==> src/rtl/gbk_pkg.sv <==
package gbk_pkg;

    // Byte classes
    localparam logic [7:0] PLAIN_LO = 8'h20;
    localparam logic [7:0] PLAIN_HI = 8'h80;
    localparam logic [7:0] LEAD_LO  = 8'h81;
    localparam logic [7:0] LEAD_HI  = 8'hFE;
    localparam logic [7:0] TRAIL_LO = 8'h40;
    localparam logic [7:0] TRAIL_HI = 8'h7E;
    localparam logic [7:0] CH_TAB   = 8'h09;
    localparam logic [7:0] CH_LF    = 8'h0A;
    localparam logic [7:0] CH_CR    = 8'h0D;

    // Number of beats that one input byte produces
    localparam int          CNT_W     = 3;
    localparam logic [2:0] CNT_NONE  = 3'd0;
    localparam logic [2:0] CNT_ONE   = 3'd1;
    localparam logic [2:0] CNT_PAIR  = 3'd2;
    localparam logic [2:0] CNT_ERROR = 3'd7;

    typedef struct packed {
        logic [7:0] in_byte;
        logic       in_last;
    } t_in_beat;

    typedef struct packed {
        logic [7:0] out_byte;
        logic       run_end;
        logic       text_done;
        logic       text_ok;
    } t_out_beat;

    // Work handed from the decoder to the emitter
    typedef struct packed {
        logic [CNT_W-1:0] cnt;
        logic             err;
        logic             last;
        logic [7:0]       b0;
        logic [7:0]       b1;
    } t_burst;

    // Characters of the error marker "<ERROR>"
    function automatic logic [7:0] err_char(input logic [CNT_W-1:0] idx);
        logic [7:0] c;
        case (idx)
            3'd0:    c = 8'h3C;
            3'd1:    c = 8'h45;
            3'd2:    c = 8'h52;
            3'd3:    c = 8'h52;
            3'd4:    c = 8'h4F;
            3'd5:    c = 8'h52;
            default: c = 8'h3E;
        endcase
        return c;
    endfunction

endpackage

==> src/rtl/gbk_byte_stream_validator.sv <==
// Beats pass the input register, then the emitter's burst register. Throughput:
// one input beat per cycle when the emitter is free; a lead/trail pair goes as
// two beats, a fault seven "<ERROR>" beats, one per unstalled cycle, holding input.
// Bytes that give no output (held lead, dropped bytes) never wait on the output.
// Reset (i_rst_n low, synchronous) empties both stages and clears string state.
module gbk_byte_stream_validator (
    input  logic               i_clk,
    input  logic               i_rst_n,
    input  logic               i_in_valid,
    output logic               o_in_stall,
    input  gbk_pkg::t_in_beat  i_in_beat,
    output logic               o_out_valid,
    input  logic               i_out_stall,
    output gbk_pkg::t_out_beat o_out_beat
);
    import gbk_pkg::*;

    logic     r_in_vld;
    t_in_beat r_in;

    t_burst burst;
    logic   emit_rdy;
    logic   take;
    logic   in_fire;

    // Input beat moves on when it makes no output or the emitter frees up
    assign take       = r_in_vld && (burst.cnt == CNT_NONE || emit_rdy);
    assign o_in_stall = r_in_vld && !take;
    assign in_fire    = i_in_valid && !o_in_stall;

    // Input register
    always_ff @(posedge i_clk) begin
        if (!i_rst_n) begin
            r_in_vld <= 1'b0;
        end else if (in_fire) begin
            r_in_vld <= 1'b1;
        end else if (take) begin
            r_in_vld <= 1'b0;
        end
    end

    always_ff @(posedge i_clk) begin
        if (in_fire) begin
            r_in <= i_in_beat;
        end
    end

    gbk_dec u_dec (
        .i_clk   (i_clk),
        .i_rst_n (i_rst_n),
        .i_beat  (r_in),
        .i_take  (take),
        .o_burst (burst)
    );

    gbk_emit u_emit (
        .i_clk       (i_clk),
        .i_rst_n     (i_rst_n),
        .i_load      (take && burst.cnt != CNT_NONE),
        .i_burst     (burst),
        .o_rdy       (emit_rdy),
        .o_out_valid (o_out_valid),
        .i_out_stall (i_out_stall),
        .o_out_beat  (o_out_beat)
    );

endmodule

==> src/rtl/gbk_dec.sv <==
module gbk_dec (
    input  logic            i_clk,
    input  logic            i_rst_n,
    input  gbk_pkg::t_in_beat i_beat,
    input  logic            i_take,
    output gbk_pkg::t_burst o_burst
);
    import gbk_pkg::*;

    logic       r_lead_pending;
    logic [7:0] r_lead_value;
    logic       r_halted;

    logic       n_lead_pending;
    logic [7:0] n_lead_value;
    logic       n_halted;

    logic [7:0] b;
    logic       last;
    logic       is_plain;
    logic       is_lead;
    logic       is_trail;
    logic       fault;

    assign b    = i_beat.in_byte;
    assign last = i_beat.in_last;

    // Byte classification
    assign is_plain = (b >= PLAIN_LO && b <= PLAIN_HI) || b == CH_CR || b == CH_LF
                      || b == CH_TAB;
    assign is_lead  = b >= LEAD_LO && b <= LEAD_HI;
    assign is_trail = (b >= TRAIL_LO && b <= TRAIL_HI) || (b >= PLAIN_HI && b <= LEAD_HI);

    // Decide the burst and the next state
    always_comb begin
        o_burst        = '0;
        o_burst.last   = last;
        o_burst.b0     = b;
        o_burst.b1     = b;
        fault          = 1'b0;
        n_lead_pending = r_lead_pending;
        n_lead_value   = r_lead_value;
        n_halted       = r_halted;

        if (r_halted) begin
            o_burst.cnt = CNT_NONE;
        end else if (r_lead_pending) begin
            if (is_trail) begin
                o_burst.cnt    = CNT_PAIR;
                o_burst.b0     = r_lead_value;
                n_lead_pending = 1'b0;
                n_lead_value   = '0;
            end else begin
                fault = 1'b1;
            end
        end else if (is_plain) begin
            o_burst.cnt = CNT_ONE;
        end else if (is_lead) begin
            if (last) begin
                fault = 1'b1;
            end else begin
                n_lead_pending = 1'b1;
                n_lead_value   = b;
            end
        end else begin
            fault = 1'b1;
        end

        if (fault) begin
            o_burst.cnt    = CNT_ERROR;
            o_burst.err    = 1'b1;
            n_lead_pending = 1'b0;
            n_lead_value   = '0;
            n_halted       = 1'b1;
        end

        // end of string clears everything
        if (last) begin
            n_lead_pending = 1'b0;
            n_lead_value   = '0;
            n_halted       = 1'b0;
        end
    end

    // Per-string state
    always_ff @(posedge i_clk) begin
        if (!i_rst_n) begin
            r_lead_pending <= 1'b0;
            r_lead_value   <= '0;
            r_halted       <= 1'b0;
        end else if (i_take) begin
            r_lead_pending <= n_lead_pending;
            r_lead_value   <= n_lead_value;
            r_halted       <= n_halted;
        end
    end

endmodule

==> src/rtl/gbk_emit.sv <==
module gbk_emit (
    input  logic               i_clk,
    input  logic               i_rst_n,
    input  logic               i_load,
    input  gbk_pkg::t_burst    i_burst,
    output logic               o_rdy,
    output logic               o_out_valid,
    input  logic               i_out_stall,
    output gbk_pkg::t_out_beat o_out_beat
);
    import gbk_pkg::*;

    logic             r_busy;
    t_burst           r_burst;
    logic [CNT_W-1:0] r_idx;

    logic fire;
    logic final_beat;

    assign fire       = r_busy && !i_out_stall;
    assign final_beat = r_idx == (r_burst.cnt - CNT_ONE);
    assign o_rdy      = !r_busy || (fire && final_beat);

    // Burst register and beat index
    always_ff @(posedge i_clk) begin
        if (!i_rst_n) begin
            r_busy <= 1'b0;
            r_idx  <= '0;
        end else if (i_load) begin
            r_busy <= 1'b1;
            r_idx  <= '0;
        end else if (fire && final_beat) begin
            r_busy <= 1'b0;
        end else if (fire) begin
            r_idx <= r_idx + CNT_ONE;
        end
    end

    always_ff @(posedge i_clk) begin
        if (i_load) begin
            r_burst <= i_burst;
        end
    end

    // Beat fields from the held burst
    assign o_out_valid = r_busy;

    always_comb begin
        o_out_beat          = '0;
        o_out_beat.out_byte = r_burst.err ? err_char(r_idx)
                                          : (r_idx[0] ? r_burst.b1 : r_burst.b0);
        o_out_beat.run_end  = final_beat;
        o_out_beat.text_done = final_beat && (r_burst.last || r_burst.err);
        o_out_beat.text_ok   = final_beat && r_burst.last && !r_burst.err;
    end

endmodule

==> config.mk <==
export PLATFORM = sky130hd
export DESIGN_NAME = gbk_byte_stream_validator
export DESIGN_NICKNAME = d
export VERILOG_FILES = /design/src/rtl/gbk_pkg.sv /design/src/rtl/gbk_byte_stream_validator.sv /design/src/rtl/gbk_dec.sv /design/src/rtl/gbk_emit.sv
export SDC_FILE = /design/constraint.sdc
export NUM_CORES = 1
export LEC_CHECK = 0
export BUFFER_PORTS_ARGS = -buffer_cell sky130_fd_sc_hd__buf_2
export CORE_ASPECT_RATIO = 0.9
export CORE_MARGIN = 2
export CORE_UTILIZATION = 40
export DETAILED_ROUTE_END_ITERATION = 16
export MAX_ROUTING_LAYER = met4
export PLACE_DENSITY_LB_ADDON = 0.12
export SETUP_SLACK_MARGIN = 0.5
export SLEW_MARGIN = 30
export SYNTH_ARGS = -nofsm -noshare
export SYNTH_HDL_FRONTEND = slang
export SYNTH_SLANG_ARGS = --single-unit
==> constraint.sdc <==
create_clock -name i_clk -period 5 [get_ports i_clk]
set_clock_uncertainty 0.1 [all_clocks]
set_input_delay 0.75 -clock i_clk [delete_from_list [all_inputs] [get_ports i_clk]]
set_output_delay 0.75 -clock i_clk [all_outputs]
set_load 0.05 [all_outputs]
==> results.md <==
* Status: completed
* Largest net degree at the start of global routing at 21
* PD cells at 326 nW/um2
* TritonRoute pass-1 iters at 4
* Req. time, crit path at between 4 and 5 ns
* Dpl ws at between 2 and 2.5 ns
* Tot GR Track Use at 14.6%
* Hold buffer count at cts at 0
* CP endpoint kind: primary output
* Setup Crit Path Kind: flop to primary output
* Most frequent cells in the layout: edfxtp_1, buf_2, nand2_1
* CP Data Arrival Time at between 2 and 2.5 ns
* Comb pwr share at between 10 and 15%
* Vias in the first global route at 1,385
* Post-CTS Setup Inserts at 0
* Setup violations, final at 0
* Mapped Cells at 192
* Dominant cells by area after synthesis: edfxtp_1, dfxtp_1, mux2i_1, mux2_2, nand2_1
* RSZ-0062 raised after global routing: false
* Final TNS setup at 0 ns
* CTS tree: yes
* # DRC at 0
* # clock sinks at 44
* DIE AREA at 6130 um2
* Nets at 236
* FF-to-FF End: r_in[8]
* Min-delay src: u_dec.r_lead_value[3]
* Fmax at 307 MHz
* Ant. Diodes at 0
* Reg clk slew, reported paths at ~0.090 ns
* Chip height at 74.5 um
* Max-cap violations at 0
* Sw Ratio at between 20% and 30%
* Post-synth top area share at between 30% and 40%
* Worst-Margin Slew at 0.688 ns
* CTS H-tree depth at 2
* Detail Route Antenna Nets at 0
* R2R depth at 5
* Seq pwr share at between 50% and 60%
* Synth Flop Type: edfxtp_1
* Clock power frac at 32.6%
* Cts repair resizes at 0
* Longest Clk Path Bufs at 2
* Hold Crit Class: flop to flop
* Average instance area after synthesis at roughly 11 um2
* Routed WL at just under 4 mm
* Drt wl/cell at about 14 um
* R2R Path Start: u_emit.r_burst[17]
* First-pass GRT wire length at 6.51 mm
* Iter 0 DRT Violations at 51
* Post-synth net total at about 210
* Gr ovfl total at 0
* Skew-Pair Late Insertion Delay at 0.30 ns
* Post-layout min period at ~3.3 ns
* End of the worst hold path: u_dec.r_lead_value[3]
* Share of cells above drive strength 1 at a little over a fifth
* Cell Rows at 25
* Detailed-route via count at around 1,500
* FF+latch count, synth at 44
* Fillcell total at 498
* PortBufs at 25
* Die width at around 80 um
* P_sw at 211 uW
* Post-synth EDFFs at 29
* # IOs at 26
* Most common cell after layout, fill and taps aside: edfxtp_1
* Leakage at approximately 0.90 nW
* Setup WS post-layout at between 1.5 and 2 ns
* Async SR Flop Fraction at 0%
* Hold_ws at between 0.3 and 0.4 ns
* Critical path launch point type: flop
* Final Hold Fails at 0
* Min-Delay Path Depth at 2
* Yosys warns at 0
* Final worst-path cycle share at 65.2%
* Netlist cell types at 43
* Cell Int Power at between 500 and 600 uW
* Area Growth Syn to Fin at 12.8%
* Initial antenna violation count at 0
* IR drop worst, VDD at roughly 170 uV
* Core footprint at approximately 5300 um2
* Sequential area share after synthesis at a little over half
* CP Max Fanout at 16
* Vias per cell at roughly 5.2
* Placer Congestion at ~0.76
* Total CTS buffers at 5
* Initial cell density of the core at 41.8%
* Leading area contributor after synthesis: edfxtp_1
* Relative slew slack at about 54%
* Mapped cell area at ~2200 um2
* Reg2reg setup slack at about 2.2 ns
* Max-slew violations at 0
* Clk root buf: clkbuf_8
* Final HPWL DP at 2.97 mm
[flip-flops by register name (all words and copies together) (netlist names)]
signal	cells
u_emit.r_burst	20
u_dec.r_halted	1
u_dec.r_lead_value	8
r_in	9
u_emit.o_out_valid	1
r_in_vld	1
u_dec.r_lead_pending	1
u_emit.r_idx	3
[stage by stage]
stage / utilization, % / power [mW] / instance area (um2) / cells
floorplan: - / 0.528 / 2210 / 192
global placement: 45.0 / 0.553 / 2380 / 277
detailed placement: 45.0 / 0.556 / 2380 / 277
CTS: 47.1 / 0.821 / 2490 / 285
global route: 47.1 / 0.849 / 2490 / 285
finish: 47.1 / 0.811 / 2490 / 285
[area by class of cell]
type	instances	area [um2]	area share, %
inverter	9	33.8	1.36
tap	67	83.8	3.37
sequential	44	1170	47.1
multi-input combinational	131	960	38.6
timing repair buffer	26	133	5.33
clock buffer	6	72.6	2.92
clock inverter	2	35.0	1.41
[Yosys cell counts, types with 5 or more instances]
master	number
edfxtp_1	29
nand2_1	24
dfxtp_1	15
mux2i_1	13
nor2_1	11
inv_1	9
o21ai_0	9
mux2_2	8
ha_1	6
nor2b_1	6
o211ai_1	5
o21a_1	5
[power by group through the flow]
stage               Combinational (mW)  Sequential [mW]  Clock (mW)
global placement                 0.117            0.436           0
global route                     0.130            0.431       0.289
floorplan                       0.0990            0.429           0
CTS                              0.120            0.428       0.273
finish                           0.119            0.428       0.264
detailed placement               0.119            0.437           0
[cell families (layout without fill, tap and decap cells)]
family	count (synthesis)	in the layout	synth area share, %
AND/OR/NAND/NOR	57	57	12.8
flip-flops	44	44	53.1
AO/OA/AOI/OAI	42	42	14.7
multiplexers	21	21	9.98
buffers and inverters	17	43	3.74
adder cells (fa/ha/maj)	6	6	3.40
XOR/XNOR	5	5	2.32
[how the worst max path moves through the flow]
stage / from / endpoint / slack [ns] / cells past startpoint
2_1_floorplan: u_emit.r_burst[18] / u_emit.r_burst[0] / 1.05 / 6
3_3_place_gp: u_emit.r_idx[0] / o_out_beat[5] / 2.16 / 6
3_5_place_dp: u_emit.r_idx[0] / o_out_beat[5] / 2.07 / 6
4_1_cts: u_emit.r_idx[0] / o_out_beat[5] / 1.73 / 6
5_1_grt: u_emit.r_idx[0] / o_out_beat[5] / 1.48 / 6
6_report: u_emit.r_idx[0] / o_out_beat[5] / 1.74 / 6
[worst max-delay path, stage by stage, from the launching register on]
cell     delay [ns]
dfxtp_1        0.74
inv_1          0.15
ha_1           0.23
a21o_1         0.19
o21ai_0        0.33
o32a_1         0.22
buf_2          0.26
[layer usage]
| metal | global-route usage [%] | wire length [um] |
|---|---|---|
| met4 | 3.89 | 41 |
| met5 | - | 0 |
| met1 | 18.6 | 1900 |
| met3 | 4.73 | 193 |
| met2 | 22.6 | 1810 |
(Power assumes the default switching activity.)
